File: src/sv/hrbp_pkg.sv
// Shared types, codes and character classes for the HTTP request byte parser.
package hrbp_pkg;

    localparam int STEP_W = 5;

    // Parser states.
    localparam logic [STEP_W-1:0] ST_METHOD_FIRST = 5'd0;
    localparam logic [STEP_W-1:0] ST_METHOD       = 5'd1;
    localparam logic [STEP_W-1:0] ST_URI          = 5'd2;
    localparam logic [STEP_W-1:0] ST_H            = 5'd3;
    localparam logic [STEP_W-1:0] ST_T1           = 5'd4;
    localparam logic [STEP_W-1:0] ST_T2           = 5'd5;
    localparam logic [STEP_W-1:0] ST_P            = 5'd6;
    localparam logic [STEP_W-1:0] ST_SLASH        = 5'd7;
    localparam logic [STEP_W-1:0] ST_MAJ_FIRST    = 5'd8;
    localparam logic [STEP_W-1:0] ST_MAJ          = 5'd9;
    localparam logic [STEP_W-1:0] ST_MIN_FIRST    = 5'd10;
    localparam logic [STEP_W-1:0] ST_MIN          = 5'd11;
    localparam logic [STEP_W-1:0] ST_LF_LINE      = 5'd12;
    localparam logic [STEP_W-1:0] ST_HDR_START    = 5'd13;
    localparam logic [STEP_W-1:0] ST_HDR_SPACE    = 5'd14;
    localparam logic [STEP_W-1:0] ST_HDR_NAME     = 5'd15;
    localparam logic [STEP_W-1:0] ST_HDR_SP       = 5'd16;
    localparam logic [STEP_W-1:0] ST_HDR_VALUE    = 5'd17;
    localparam logic [STEP_W-1:0] ST_LF_HDR       = 5'd18;
    localparam logic [STEP_W-1:0] ST_LF_END       = 5'd19;

    // Status codes.
    localparam logic [1:0] STAT_PROGRESS = 2'd0;
    localparam logic [1:0] STAT_SUCCESS  = 2'd1;
    localparam logic [1:0] STAT_FAIL     = 2'd2;

    // Field kinds.
    localparam logic [2:0] KIND_NONE   = 3'd0;
    localparam logic [2:0] KIND_METHOD = 3'd1;
    localparam logic [2:0] KIND_URI    = 3'd2;
    localparam logic [2:0] KIND_NAME   = 3'd3;
    localparam logic [2:0] KIND_VALUE  = 3'd4;

    // Operations.
    localparam logic OP_PARSE   = 1'b0;
    localparam logic OP_RESTART = 1'b1;

    // Characters.
    localparam logic [7:0] CH_CR     = 8'h0d;
    localparam logic [7:0] CH_LF     = 8'h0a;
    localparam logic [7:0] CH_TAB    = 8'h09;
    localparam logic [7:0] CH_SPACE  = 8'h20;
    localparam logic [7:0] CH_DEL    = 8'h7f;
    localparam logic [7:0] CH_CTL_HI = 8'h1f;
    localparam logic [7:0] CH_H      = 8'h48;
    localparam logic [7:0] CH_T      = 8'h54;
    localparam logic [7:0] CH_P      = 8'h50;
    localparam logic [7:0] CH_SLASH  = 8'h2f;
    localparam logic [7:0] CH_DOT    = 8'h2e;
    localparam logic [7:0] CH_COLON  = 8'h3a;
    localparam logic [7:0] CH_ZERO   = 8'h30;
    localparam logic [7:0] CH_NINE   = 8'h39;

    typedef struct packed {
        logic [1:0] status;
        logic [2:0] field_kind;
        logic       new_header;
        logic [7:0] data_byte;
    } t_result;

    function automatic logic is_ctl(input logic [7:0] c);
        return (c <= CH_CTL_HI) || (c == CH_DEL);
    endfunction

    function automatic logic is_sep(input logic [7:0] c);
        logic r;
        r = 1'b0;
        case (c) inside
            8'h28, 8'h29, 8'h3c, 8'h3e, 8'h40, 8'h2c, 8'h3b, 8'h3a, 8'h5c, 8'h22,
            8'h2f, 8'h5b, 8'h5d, 8'h3d, 8'h7b, 8'h7d, 8'h20, 8'h09, 8'h3f:
                r = 1'b1;
            default: r = 1'b0;
        endcase
        return r;
    endfunction

    function automatic logic is_token(input logic [7:0] c);
        return !c[7] && !is_ctl(c) && !is_sep(c);
    endfunction

    function automatic logic is_digit(input logic [7:0] c);
        return (c >= CH_ZERO) && (c <= CH_NINE);
    endfunction

endpackage

File: src/sv/hrbp_in_if.sv
// Request byte channel: valid/ready handshake with op and byte payload.
interface hrbp_in_if;
    logic       valid;
    logic       ready;
    logic       op;
    logic [7:0] byte_in;

    modport source (output valid, output op, output byte_in, input ready);
    modport sink (input valid, input op, input byte_in, output ready);
endinterface

File: src/sv/hrbp_out_if.sv
// Parse result channel: valid/ready handshake with the per-byte result payload.
interface hrbp_out_if;
    logic       valid;
    logic       ready;
    logic [1:0] status;
    logic [2:0] field_kind;
    logic       new_header;
    logic [7:0] data_byte;
    logic [7:0] version_major;
    logic [7:0] version_minor;

    modport source (output valid, output status, output field_kind, output new_header,
                    output data_byte, output version_major, output version_minor,
                    input ready);
    modport sink (input valid, input status, input field_kind, input new_header,
                  input data_byte, input version_major, input version_minor,
                  output ready);
endinterface

File: src/sv/hrbp_step.sv
// Next-state and result logic of the request parser for one byte.
module hrbp_step #(
    parameter int VERSION_WIDTH = 8
) (
    input  logic                              i_op,
    input  logic [7:0]                        i_byte,
    input  logic [hrbp_pkg::STEP_W-1:0]       i_step,
    input  logic                              i_header_seen,
    input  logic [VERSION_WIDTH-1:0]          i_major,
    input  logic [VERSION_WIDTH-1:0]          i_minor,
    output logic [hrbp_pkg::STEP_W-1:0]       o_step,
    output logic                              o_header_seen,
    output logic [VERSION_WIDTH-1:0]          o_major,
    output logic [VERSION_WIDTH-1:0]          o_minor,
    output hrbp_pkg::t_result                 o_result
);

    localparam int SUM_W = VERSION_WIDTH + 4;

    logic [3:0]               w_digit;
    logic [SUM_W-1:0]         w_maj_sum;
    logic [SUM_W-1:0]         w_min_sum;
    logic [VERSION_WIDTH-1:0] w_maj_add;
    logic [VERSION_WIDTH-1:0] w_min_add;
    logic                     w_ws;
    logic [1:0]               n_status;
    logic [2:0]               n_kind;
    logic                     n_fresh;

    // Value times ten plus digit, clamped at the counter's maximum.
    assign w_digit   = i_byte[3:0];
    assign w_maj_sum = SUM_W'({i_major, 3'b000}) + SUM_W'({i_major, 1'b0}) + SUM_W'(w_digit);
    assign w_min_sum = SUM_W'({i_minor, 3'b000}) + SUM_W'({i_minor, 1'b0}) + SUM_W'(w_digit);
    assign w_maj_add = (w_maj_sum[SUM_W-1:VERSION_WIDTH] != '0) ? '1
                                                                : w_maj_sum[VERSION_WIDTH-1:0];
    assign w_min_add = (w_min_sum[SUM_W-1:VERSION_WIDTH] != '0) ? '1
                                                                : w_min_sum[VERSION_WIDTH-1:0];
    assign w_ws = (i_byte == hrbp_pkg::CH_SPACE) || (i_byte == hrbp_pkg::CH_TAB);

    always_comb begin
        o_step        = i_step;
        o_header_seen = i_header_seen;
        o_major       = i_major;
        o_minor       = i_minor;
        n_status      = hrbp_pkg::STAT_PROGRESS;
        n_kind        = hrbp_pkg::KIND_NONE;
        n_fresh       = 1'b0;

        if (i_op == hrbp_pkg::OP_RESTART) begin
            o_step        = hrbp_pkg::ST_METHOD_FIRST;
            o_header_seen = 1'b0;
            o_major       = '0;
            o_minor       = '0;
        end else begin
            unique case (i_step)
                hrbp_pkg::ST_METHOD_FIRST: begin
                    if (hrbp_pkg::is_token(i_byte)) begin
                        o_step = hrbp_pkg::ST_METHOD;
                        n_kind = hrbp_pkg::KIND_METHOD;
                    end else begin
                        n_status = hrbp_pkg::STAT_FAIL;
                    end
                end
                hrbp_pkg::ST_METHOD: begin
                    if (i_byte == hrbp_pkg::CH_SPACE) o_step = hrbp_pkg::ST_URI;
                    else if (hrbp_pkg::is_token(i_byte)) n_kind = hrbp_pkg::KIND_METHOD;
                    else n_status = hrbp_pkg::STAT_FAIL;
                end
                hrbp_pkg::ST_URI: begin
                    if (i_byte == hrbp_pkg::CH_SPACE) o_step = hrbp_pkg::ST_H;
                    else if (hrbp_pkg::is_ctl(i_byte)) n_status = hrbp_pkg::STAT_FAIL;
                    else n_kind = hrbp_pkg::KIND_URI;
                end
                hrbp_pkg::ST_H: begin
                    if (i_byte == hrbp_pkg::CH_H) o_step = hrbp_pkg::ST_T1;
                    else n_status = hrbp_pkg::STAT_FAIL;
                end
                hrbp_pkg::ST_T1: begin
                    if (i_byte == hrbp_pkg::CH_T) o_step = hrbp_pkg::ST_T2;
                    else n_status = hrbp_pkg::STAT_FAIL;
                end
                hrbp_pkg::ST_T2: begin
                    if (i_byte == hrbp_pkg::CH_T) o_step = hrbp_pkg::ST_P;
                    else n_status = hrbp_pkg::STAT_FAIL;
                end
                hrbp_pkg::ST_P: begin
                    if (i_byte == hrbp_pkg::CH_P) o_step = hrbp_pkg::ST_SLASH;
                    else n_status = hrbp_pkg::STAT_FAIL;
                end
                hrbp_pkg::ST_SLASH: begin
                    if (i_byte == hrbp_pkg::CH_SLASH) begin
                        o_major = '0;
                        o_minor = '0;
                        o_step  = hrbp_pkg::ST_MAJ_FIRST;
                    end else begin
                        n_status = hrbp_pkg::STAT_FAIL;
                    end
                end
                hrbp_pkg::ST_MAJ_FIRST: begin
                    if (hrbp_pkg::is_digit(i_byte)) begin
                        o_major = w_maj_add;
                        o_step  = hrbp_pkg::ST_MAJ;
                    end else begin
                        n_status = hrbp_pkg::STAT_FAIL;
                    end
                end
                hrbp_pkg::ST_MAJ: begin
                    if (i_byte == hrbp_pkg::CH_DOT) o_step = hrbp_pkg::ST_MIN_FIRST;
                    else if (hrbp_pkg::is_digit(i_byte)) o_major = w_maj_add;
                    else n_status = hrbp_pkg::STAT_FAIL;
                end
                hrbp_pkg::ST_MIN_FIRST: begin
                    if (hrbp_pkg::is_digit(i_byte)) begin
                        o_minor = w_min_add;
                        o_step  = hrbp_pkg::ST_MIN;
                    end else begin
                        n_status = hrbp_pkg::STAT_FAIL;
                    end
                end
                hrbp_pkg::ST_MIN: begin
                    if (i_byte == hrbp_pkg::CH_CR) o_step = hrbp_pkg::ST_LF_LINE;
                    else if (hrbp_pkg::is_digit(i_byte)) o_minor = w_min_add;
                    else n_status = hrbp_pkg::STAT_FAIL;
                end
                hrbp_pkg::ST_LF_LINE: begin
                    if (i_byte == hrbp_pkg::CH_LF) o_step = hrbp_pkg::ST_HDR_START;
                    else n_status = hrbp_pkg::STAT_FAIL;
                end
                hrbp_pkg::ST_HDR_START: begin
                    // Leading white space folds the line into the previous header value.
                    if (i_byte == hrbp_pkg::CH_CR) begin
                        o_step = hrbp_pkg::ST_LF_END;
                    end else if (i_header_seen && w_ws) begin
                        o_step = hrbp_pkg::ST_HDR_SPACE;
                    end else if (hrbp_pkg::is_token(i_byte)) begin
                        o_header_seen = 1'b1;
                        n_kind        = hrbp_pkg::KIND_NAME;
                        n_fresh       = 1'b1;
                        o_step        = hrbp_pkg::ST_HDR_NAME;
                    end else begin
                        n_status = hrbp_pkg::STAT_FAIL;
                    end
                end
                hrbp_pkg::ST_HDR_SPACE: begin
                    if (i_byte == hrbp_pkg::CH_CR) begin
                        o_step = hrbp_pkg::ST_LF_HDR;
                    end else if (w_ws) begin
                        o_step = i_step;
                    end else if (hrbp_pkg::is_ctl(i_byte)) begin
                        n_status = hrbp_pkg::STAT_FAIL;
                    end else begin
                        n_kind = hrbp_pkg::KIND_VALUE;
                        o_step = hrbp_pkg::ST_HDR_VALUE;
                    end
                end
                hrbp_pkg::ST_HDR_NAME: begin
                    if (i_byte == hrbp_pkg::CH_COLON) o_step = hrbp_pkg::ST_HDR_SP;
                    else if (hrbp_pkg::is_token(i_byte)) n_kind = hrbp_pkg::KIND_NAME;
                    else n_status = hrbp_pkg::STAT_FAIL;
                end
                hrbp_pkg::ST_HDR_SP: begin
                    if (i_byte == hrbp_pkg::CH_SPACE) o_step = hrbp_pkg::ST_HDR_VALUE;
                    else n_status = hrbp_pkg::STAT_FAIL;
                end
                hrbp_pkg::ST_HDR_VALUE: begin
                    if (i_byte == hrbp_pkg::CH_CR) o_step = hrbp_pkg::ST_LF_HDR;
                    else if (hrbp_pkg::is_ctl(i_byte)) n_status = hrbp_pkg::STAT_FAIL;
                    else n_kind = hrbp_pkg::KIND_VALUE;
                end
                hrbp_pkg::ST_LF_HDR: begin
                    if (i_byte == hrbp_pkg::CH_LF) o_step = hrbp_pkg::ST_HDR_START;
                    else n_status = hrbp_pkg::STAT_FAIL;
                end
                hrbp_pkg::ST_LF_END: begin
                    n_status = (i_byte == hrbp_pkg::CH_LF) ? hrbp_pkg::STAT_SUCCESS
                                                           : hrbp_pkg::STAT_FAIL;
                end
                default: begin
                    n_status = hrbp_pkg::STAT_FAIL;
                end
            endcase
        end

        o_result.status     = n_status;
        o_result.field_kind = n_kind;
        o_result.new_header = n_fresh;
        o_result.data_byte  = (n_kind != hrbp_pkg::KIND_NONE) ? i_byte : 8'h00;
    end

endmodule

File: src/sv/http_request_byte_parser.sv
// Top level of the HTTP request byte parser: input register, parse step, result register.
//
// The parser takes one request byte per transfer and returns one result per byte, at a
// sustained rate of one byte per clock cycle while the result side does not stall. A byte
// is captured in the input register, then the parse step logic updates the 20-state
// machine and version counters and writes the result register. The rate is set by the
// state register loop, which closes through the combinational parse step. A stalled result
// register holds the input register, and the input side stays ready as long as the
// pipeline can move. There is no clearing pass after reset; a restart transfer (op set)
// returns the machine to its initial state at any time.
module http_request_byte_parser #(
    parameter int VERSION_WIDTH = 8
) (
    input  logic              i_clk,
    input  logic              i_rst_n,
    hrbp_in_if.sink           i_req,
    hrbp_out_if.source        o_res
);

    logic                         r_in_valid;
    logic                         r_in_op;
    logic [7:0]                   r_in_byte;

    logic [hrbp_pkg::STEP_W-1:0]  r_step;
    logic                         r_header_seen;
    logic [VERSION_WIDTH-1:0]     r_major;
    logic [VERSION_WIDTH-1:0]     r_minor;

    logic                         r_out_valid;
    hrbp_pkg::t_result            r_out;
    logic [7:0]                   r_out_major;
    logic [7:0]                   r_out_minor;

    logic [hrbp_pkg::STEP_W-1:0]  n_step;
    logic                         n_header_seen;
    logic [VERSION_WIDTH-1:0]     n_major;
    logic [VERSION_WIDTH-1:0]     n_minor;
    hrbp_pkg::t_result            n_result;

    logic                         w_move;

    // The held byte moves to the result register when that register is free or draining.
    assign w_move      = r_in_valid && (!r_out_valid || o_res.ready);
    assign i_req.ready = !r_in_valid || w_move;

    hrbp_step #(
        .VERSION_WIDTH (VERSION_WIDTH)
    ) u_step (
        .i_op          (r_in_op),
        .i_byte        (r_in_byte),
        .i_step        (r_step),
        .i_header_seen (r_header_seen),
        .i_major       (r_major),
        .i_minor       (r_minor),
        .o_step        (n_step),
        .o_header_seen (n_header_seen),
        .o_major       (n_major),
        .o_minor       (n_minor),
        .o_result      (n_result)
    );

    always_ff @(posedge i_clk) begin
        if (!i_rst_n) begin
            r_in_valid <= 1'b0;
        end else if (i_req.ready) begin
            r_in_valid <= i_req.valid;
        end
    end

    always_ff @(posedge i_clk) begin
        if (i_req.ready && i_req.valid) begin
            r_in_op   <= i_req.op;
            r_in_byte <= i_req.byte_in;
        end
    end

    always_ff @(posedge i_clk) begin
        if (!i_rst_n) begin
            r_step        <= hrbp_pkg::ST_METHOD_FIRST;
            r_header_seen <= 1'b0;
            r_major       <= '0;
            r_minor       <= '0;
        end else if (w_move) begin
            r_step        <= n_step;
            r_header_seen <= n_header_seen;
            r_major       <= n_major;
            r_minor       <= n_minor;
        end
    end

    always_ff @(posedge i_clk) begin
        if (!i_rst_n) begin
            r_out_valid <= 1'b0;
        end else if (w_move) begin
            r_out_valid <= 1'b1;
        end else if (o_res.ready) begin
            r_out_valid <= 1'b0;
        end
    end

    always_ff @(posedge i_clk) begin
        if (w_move) begin
            r_out       <= n_result;
            r_out_major <= 8'(n_major);
            r_out_minor <= 8'(n_minor);
        end
    end

    assign o_res.valid         = r_out_valid;
    assign o_res.status        = r_out.status;
    assign o_res.field_kind    = r_out.field_kind;
    assign o_res.new_header    = r_out.new_header;
    assign o_res.data_byte     = r_out.data_byte;
    assign o_res.version_major = r_out_major;
    assign o_res.version_minor = r_out_minor;

    // The machine never leaves the defined states.
    a_step_range: assert property (@(posedge i_clk) disable iff (!i_rst_n)
        r_step <= hrbp_pkg::ST_LF_END)
        else $error("parse state outside the defined range");

    // A failed byte leaves the parse state and counters untouched.
    a_fail_holds: assert property (@(posedge i_clk) disable iff (!i_rst_n)
        (w_move && n_result.status == hrbp_pkg::STAT_FAIL)
        |=> (r_step == $past(r_step)) && (r_major == $past(r_major))
            && (r_minor == $past(r_minor)) && (r_header_seen == $past(r_header_seen)))
        else $error("failed byte changed the parse state");

    // A restart returns to the initial state with cleared counters.
    a_restart: assert property (@(posedge i_clk) disable iff (!i_rst_n)
        (w_move && r_in_op == hrbp_pkg::OP_RESTART)
        |=> (r_step == hrbp_pkg::ST_METHOD_FIRST) && !r_header_seen
            && (r_major == '0) && (r_minor == '0))
        else $error("restart did not clear the parser");

    // A byte held in the input register is not overwritten while the result side stalls.
    a_in_hold: assert property (@(posedge i_clk) disable iff (!i_rst_n)
        (r_in_valid && !w_move) |=> r_in_valid && $stable(r_in_byte) && $stable(r_in_op))
        else $error("input register lost a byte under stall");

    // The header start flag only ever marks a header name byte.
    a_new_header: assert property (@(posedge i_clk) disable iff (!i_rst_n)
        (r_out_valid && r_out.new_header) |-> (r_out.field_kind == hrbp_pkg::KIND_NAME))
        else $error("new header flag on a byte that is not a header name");

endmodule
File: src/flat_wrapper.sv
// flat-port wrapper written by rule: the top's interface ports become plain ports
module http_request_byte_parser_flat 
#(
    parameter int VERSION_WIDTH = 8
)
  (i_clk, i_rst_n, i_req_valid, i_req_op, i_req_byte_in, i_req_ready, o_res_valid, o_res_status, o_res_field_kind, o_res_new_header, o_res_data_byte, o_res_version_major, o_res_version_minor, o_res_ready);
  hrbp_in_if i_req_i ();
  hrbp_out_if o_res_i ();
  input  logic i_clk;
  input  logic i_rst_n;
  input wire logic [$bits(i_req_i.valid)-1:0] i_req_valid;
  input wire logic [$bits(i_req_i.op)-1:0] i_req_op;
  input wire logic [$bits(i_req_i.byte_in)-1:0] i_req_byte_in;
  output wire logic [$bits(i_req_i.ready)-1:0] i_req_ready;
  output wire logic [$bits(o_res_i.valid)-1:0] o_res_valid;
  output wire logic [$bits(o_res_i.status)-1:0] o_res_status;
  output wire logic [$bits(o_res_i.field_kind)-1:0] o_res_field_kind;
  output wire logic [$bits(o_res_i.new_header)-1:0] o_res_new_header;
  output wire logic [$bits(o_res_i.data_byte)-1:0] o_res_data_byte;
  output wire logic [$bits(o_res_i.version_major)-1:0] o_res_version_major;
  output wire logic [$bits(o_res_i.version_minor)-1:0] o_res_version_minor;
  input wire logic [$bits(o_res_i.ready)-1:0] o_res_ready;
  assign i_req_i.valid = i_req_valid;
  assign i_req_i.op = i_req_op;
  assign i_req_i.byte_in = i_req_byte_in;
  assign i_req_ready = i_req_i.ready;
  assign o_res_valid = o_res_i.valid;
  assign o_res_status = o_res_i.status;
  assign o_res_field_kind = o_res_i.field_kind;
  assign o_res_new_header = o_res_i.new_header;
  assign o_res_data_byte = o_res_i.data_byte;
  assign o_res_version_major = o_res_i.version_major;
  assign o_res_version_minor = o_res_i.version_minor;
  assign o_res_i.ready = o_res_ready;
  http_request_byte_parser #(.VERSION_WIDTH(VERSION_WIDTH)) u_core (.i_clk(i_clk), .i_rst_n(i_rst_n), .i_req(i_req_i), .o_res(o_res_i));
endmodule
File: config.mk
export PLATFORM = sky130hd
export DESIGN_NAME = http_request_byte_parser_flat
export DESIGN_NICKNAME = d
export VERILOG_FILES = /design/src/sv/hrbp_pkg.sv /design/src/sv/hrbp_in_if.sv /design/src/sv/hrbp_out_if.sv /design/src/sv/hrbp_step.sv /design/src/sv/http_request_byte_parser.sv /design/src/flat_wrapper.sv
export SDC_FILE = /design/constraint.sdc
export NUM_CORES = 1
export LEC_CHECK = 0
export BUFFER_PORTS_ARGS = -buffer_cell sky130_fd_sc_hd__buf_2
export CORE_MARGIN = 2
export CORE_UTILIZATION = 56
export CTS_BUF_LIST = sky130_fd_sc_hd__clkbuf_8
export DETAILED_ROUTE_END_ITERATION = 16
export PLACE_DENSITY = 0.81
export SYNTH_ARGS = -nofsm -noshare
export SYNTH_HDL_FRONTEND = slang
export SYNTH_HIERARCHICAL = 1
export SYNTH_SLANG_ARGS = --single-unit
File: constraint.sdc
create_clock -name i_clk -period 8.3 [get_ports i_clk]
set_input_delay 0.83 -clock i_clk [delete_from_list [all_inputs] [get_ports i_clk]]
set_output_delay 0.83 -clock i_clk [all_outputs]
set_load 0.03 [all_outputs]
==> reports/metrics.cfg, run 1 <==
[run_status]
status = complete, no violations

[worst_setup_path]
critical_path_class = flop to flop
end_kind = flop
crit_family = adder cells
cp_data_arrival_time_ns = 3.92
slowest_delay_ns = 0.69
crit_buf_inv = 1
worstPathMaxFanout = 20
path_cells = fa_1 > inv_1 > fa_1 > nor2b_1 > o21ba_2 > nand3_1 > a2111o_1 > o311ai_0 > nand2_1 > nand2_1 > mux2i_1
required_ns = 8.51
critPathLaunchType = flop
slowest_stage = edfxtp_1

[timing]
setup_viol = 0
setup_tns_ns = 0
fmax_ghz = 0.269
slew_viol_final = 0
hold_viol = 0
period_needed_ns = 3.71
worstMarginPinSlew_ns = 1.04
fin_skew_ns = 0.00770
hold_ws_ns = 0.466
grt_setup_unrepaired = no
slew_headroom_pct = 30.6
setup_ws_ns = 4.59
fin_crit_sh_pct = 44.7

[clock_network]
cts_resized = 0
insertion_delay_ns = 0.34
clockBufferDepth = 2
cts_setup_buffers = 0
clock-sinks = 63
h-tree-depth = 3
clkSlewWorstSetupHoldPaths_ns = 0.08
cts_tree = yes
cts_made_buffers = 9
holdBufCountCts = 0
cts_root_buf = clkbuf_8

[floorplan]
start_util_pct = 56.9
io_pins = 45
die_h_um = 94.9
coreArea_um2 = 8130
dieWidth_um = 94.9
die_area_um2 = 9010
row_count = 33

[detailed_routing]
routed-via-count = 4329
dr.pass1.iters = 7
drcViolationCount = 0
antenna_left = 0
wire_per_inst_um = 18.4
first_iter_violations = 536
wl_mm = 12.0
vias_per_cell = 6.64

[logic_synthesis]
netlist_top_cells_count = nand2_1, edfxtp_1, ha_1
yosysSeqAreaShare_pct = 35.7
synth-edff-count = 39
synth_area_leaders = edfxtp_1, dfxtp_1, ha_1
yosys_register_bits = 63
syn_inst = 519
syn_area_um2 = 4630
ys.flop_type = edfxtp_1
synth_area_leader_cell = edfxtp_1
syn_nets = 566
yosysUniqueCellTypes = 76
synth_area_per_cell_um2 = 8.92
yosys_warnings = 6
synthArstFlopShare_pct = 0
yosysMostFrequentCell = nand2_1
synth_top_area_share_pct = 25.3

[finish]
diodes = 0
syn_to_final_growth_pct = 8.73
drive_above_1_share_pct = 14.8
nets = 589

[placement]
preCtsSetupSlack_ns = 4.71
port_buffers = 44
gp_congestion = 0.960
dpl.hpwl_mm = 8.35

[grt]
grt_pass1_wl_mm = 19.7
gr-usage-all-layers_pct = 28.0
grt-ovfl-total = 0
grt_antenna_before_repair = 0
grt_pass1_vias = 3961
grt_start_max_net_pins = 47

[worst_hold_path]
hp-class = flop to flop

[flow_run]
maxCapViolCount = 0

[pwr]
p_leak_nw = 1.96
power.density_nw_per_um2 = 137
ir_drop_mv = 0.0855

-- worst paths after layout --
kind	startpoint	to	cells after the start	slack [ns]
setup / recovery	u_core/r_in_byte[3]	u_core/r_major[6]	11	4.59
hold / removal	u_core/r_header_seen	u_core/r_header_seen	2	0.47
setup reg to reg	u_core/r_in_byte[3]	u_core/r_major[6]	11	4.59
hold reg to reg	u_core/r_header_seen	u_core/r_header_seen	2	0.47
-- cell type report --
cell class | instances | area [um2]
Fill cell | 691 | 3100
Multi-Input combinational cell | 406 | 2740
Sequential cell | 63 | 1650
Timing Repair Buffer | 51 | 273
Tap cell | 105 | 131
Clock buffer | 9 | 124
Clock inverter | 7 | 73.8
Inverter | 11 | 41.3
-- stage by stage --
step                      std cells  power, mW  cell area [um2]  utilization (%)
final                           652      0.692             5040             61.9
after global routing            652      0.717             5040             61.9
after CTS                       652      0.698             5040             61.9
after detailed placement        636      0.431             4840             59.5
after global placement          636      0.430             4840             59.5
after floorplan                 519      0.412             4630                -
-- cells in the final DEF (no fill, tap or decap), types with 4 or more instances in the layout --
cell type / synthesis / routed
ha_1: 30 / 30
a31oi_1: 11 / 11
nor3_1: 20 / 20
nor3b_1: 10 / 10
edfxtp_1: 39 / 39
o21ai_0: 20 / 20
o22ai_1: 4 / 4
nor4_1: 7 / 7
a211oi_1: 6 / 6
o221ai_1: 8 / 8
clkbuf_8: 0 / 9
mux2i_1: 23 / 23
a21oi_1: 23 / 23
inv_1: 11 / 11
nor2b_1: 9 / 9
nand3_1: 6 / 6
xnor2_1: 6 / 6
fa_1: 4 / 4
nand2_1: 89 / 89
a311oi_1: 4 / 4
buf_4: 1 / 7
nor2_1: 29 / 29
nand4_1: 7 / 7
dfxtp_1: 24 / 24
and2_1: 4 / 4
and3_1: 4 / 4
buf_2: 4 / 44
nand2b_1: 10 / 10
-- worst register-to-register path, stage by stage (launching register included) --
cell and delay [ns]:
edfxtp_1 0.69, fa_1 0.68, inv_1 0.07, fa_1 0.46, nor2b_1 0.21, o21ba_2 0.17, nand3_1 0.08, a2111o_1 0.53
o311ai_0 0.41, nand2_1 0.12, nand2_1 0.07, mux2i_1 0.08
-- registers in the layout (all words and copies together) (netlist names), 2 cells and up --
signal                      cells
u_core/o_res.data_byte          8
u_core/o_res.version_major      8
u_core/o_res.version_minor      8
u_core/r_in_byte                8
u_core/r_major                  8
u_core/r_minor                  8
u_core/r_step                   5
u_core/o_res.field_kind         3
u_core/o_res.status             2
-- cell families after synthesis --
kind of cell               Yosys count  synth area share (%)
DFF                                 63                  35.7
xor gates and xnor gates             9                  1.70
AOI/OAI and AO/OA                  117                  17.6
adders and majority gates           34                  9.83
muxes                               24                  5.21
and+or+nand+nor                    222                  24.8
buffers and inverters               50                  5.27
-- routing by layer --
metal,track usage (%),routed length [um]
met3,4.95,1090
met1,38.2,5080
met5,0,0
met2,44.8,5510
met4,9.90,330
-- where the power goes --
part	switching [mW]	internal (mW)	leakage (nW)	total, mW
logic	0.0475	0.0225	1.31	0.0700
clock network	0.127	0.139	0.0992	0.266
registers	0.0124	0.343	0.550	0.356
Power figures use the tool's default switching activity.
==> run 2, diff against run 1 <==
Settings changed: ABC_AREA set to 1, PLACE_DENSITY 0.81 to 0.83.
Clock period 8.3 ns to 3.3 ns, I/O delays scaled along.
==> run 2 against run 1 <==
Critical path depth increased by 7; hold slack got worse by 0.32 ns; count of clock-buffer cells in the layout unchanged.
==> reports/metrics.cfg, run 2 <==
[timing]
fin_crit_sh_pct = 94.8
period_needed_ns = 3.13
fmax_ghz = 0.320
slew_headroom_pct = 26.3
worstMarginPinSlew_ns = 1.10
setup_ws_ns = 0.171
slew_viol_final = 0
setup_viol = 0
hold_viol = 0
fin_skew_ns = 0.0153
grt_setup_unrepaired = yes

[logic_synthesis]
synth_area_per_cell_um2 = 6.73
yosys_register_bits = 63
synth-edff-count = 39
yosys_warnings = 6
synth_area_leaders = edfxtp_1, nand2_1, dfxtp_1
yosysUniqueCellTypes = 42
yosysSeqAreaShare_pct = 31.2
yosysMostFrequentCell = nand2_1
synth_top_area_share_pct = 22.1
netlist_top_cells_count = nand2_1, inv_1, nor2_1
synthArstFlopShare_pct = 0
syn_area_um2 = 5290
synth_area_leader_cell = edfxtp_1
syn_inst = 786
syn_nets = 833
ys.flop_type = edfxtp_1

[worst_setup_path]
reg2reg_depth = 18
worstSetupEndpoint = u_core/r_major[2]
r2r_start = u_core/r_in_byte[3]
cp_data_arrival_time_ns = 3.36
critPathLaunchType = flop
end_kind = flop
r2r_slack_ns = 0.17
required_ns = 3.53
startpoint = u_core/r_in_byte[3]
critical_path_class = flop to flop
worstPathMaxFanout = 8
r2r_end = u_core/r_major[2]

[clock_network]
cts_tree = yes
insertion_delay_ns = 0.35
h-tree-depth = 3
clock-sinks = 63
cts_made_buffers = 9
clockBufferDepth = 2
clkSlewWorstSetupHoldPaths_ns = 0.08
cts_root_buf = clkbuf_8

[finish]
nets = 873
syn_to_final_growth_pct = 8.97
multi_input_area_um2 = 3080
final_cell_mix = nand2_1, inv_1, nor2_1, nand3_1, a21oi_1
mostFrequentLayoutCell = nand2_1
final-seq-area_um2 = 1650
stdcell_count = 942
diodes = 0
nFillCells = 863
drive_above_1_share_pct = 16.7

[floorplan]
die_h_um = 101
dieWidth_um = 101
row_count = 35
die_area_um2 = 10200
io_pins = 45
coreArea_um2 = 9200
start_util_pct = 57.5

[detailed_routing]
routed-via-count = 5312
first_iter_violations = 450
antenna_left = 0
dr.pass1.iters = 6
vias_per_cell = 5.64
wire_per_inst_um = 15.3
drcViolationCount = 0
wl_mm = 14.4

[grt]
gr-usage-all-layers_pct = 30.0
grt_pass1_wl_mm = 24.2
grt_antenna_before_repair = 0
grt_start_max_net_pins = 46
grt-ovfl-total = 0
grt_pass1_vias = 5017

[placement]
dpl.cell_count = 924
gp_congestion = 0.952
dpl.hpwl_mm = 10.4
preCtsSetupSlack_ns = 0.115
port_buffers = 44

[pwr]
seqPwrFrac_pct = 43.3
p_comb_share_pct = 24.9
switching_power_uw = 756
p_leak_nw = 3.00
power.density_nw_per_um2 = 375
ir_drop_mv = 0.275
cellInternalPower_mw = 1.41
pwr-share-clk_pct = 31.8
swShare_pct = 35.0

[run_status]
status = complete, no violations

[flow_run]
maxCapViolCount = 0

[worst_hold_path]
hp-class = input port to flop

==> run 2: stage by stage <==
step	cell area, um2	hold slack (ns)	power [mW]	util [%]	TNS, ns
3_3_place_gp	5550	0.508	1.46	60.4	0
4_1_cts	5740	0.140	2.15	62.4	0
2_1_floorplan	5290	0.429	1.34	-	0
5_1_grt	5760	0.133	2.27	62.7	-0.0377
6_report	5760	0.146	2.16	62.7	0
3_5_place_dp	5550	0.508	1.47	60.4	0
==> run 2: logic make-up after synthesis <==
kind of cell	after synthesis	share of synthesized area [%]
AOI/OAI and AO/OA	87	9.37
DFF	63	31.2
buffers and inverters	139	10.9
adders and majority gates	34	8.61
xor gates and xnor gates	6	0.994
and+or+nand+nor	457	38.9
==> run 2: worst max-delay path, cell delays in order, from the launching register on <==
cell	delay (ns)
edfxtp_1	0.50
fa_1	0.54
inv_1	0.07
fa_1	0.42
inv_1	0.07
nand2_1	0.08
nand2_2	0.09
nand3_1	0.06
o21ai_0	0.15
nand2_1	0.09
a21oi_1	0.15
buf_4	0.19
nand2_1	0.07
nand3_1	0.08
a21oi_1	0.10
inv_1	0.11
nand3_2	0.07
nand2_1	0.11
nor2_1	0.04
==> run 2: layer usage <==
metal  global-route usage (%)  part of all wire [%]  up-vias
met5                        0                     0        -
met4                     11.5                   2.6        0
met3                     5.11                   7.5       38
met2                     50.6                    49      235
met1                     38.4                    41     2439
li1                         -                     -     2600
==> run 2: worst min-delay path by stage <==
stage	slack (ns)	end	startpoint	cells past startpoint
global route	0.13	u_core/r_in_byte[5]	i_req_byte_in[5]	1
floorplan	0.43	u_core/r_in_byte[0]	i_req_byte_in[0]	0
CTS	0.14	u_core/r_in_byte[7]	i_req_byte_in[7]	1
detailed placement	0.51	u_core/r_in_byte[2]	i_req_byte_in[2]	1
global placement	0.51	u_core/r_in_byte[2]	i_req_byte_in[2]	1
finish	0.15	u_core/r_in_byte[2]	i_req_byte_in[2]	1
==> run 2: area by class of cell <==
cell class	instances	area share, %
tap	111	2.41
clock inverter	7	1.13
multi-input combinational	584	53.4
clock buffer	9	2.15
sequential	63	28.7
timing repair buffer	49	4.47
inverter	119	7.75
==> run 2: power groups by stage <==
stage / clock, mW / sequential [mW] / combinational, mW
after detailed placement: 0 / 0.954 / 0.518
final: 0.688 / 0.936 / 0.537
after floorplan: 0 / 0.968 / 0.368
after global placement: 0 / 0.952 / 0.503
after CTS: 0.692 / 0.936 / 0.522
after global routing: 0.727 / 0.943 / 0.602
==> run 2: repair_timing <==
item	CTS	global route
hold buffers	0	0
buffers inserted	0	2
gates resized for setup	0	3
endpoints found under the hold margin	0	0
endpoints found under the setup margin	0	24
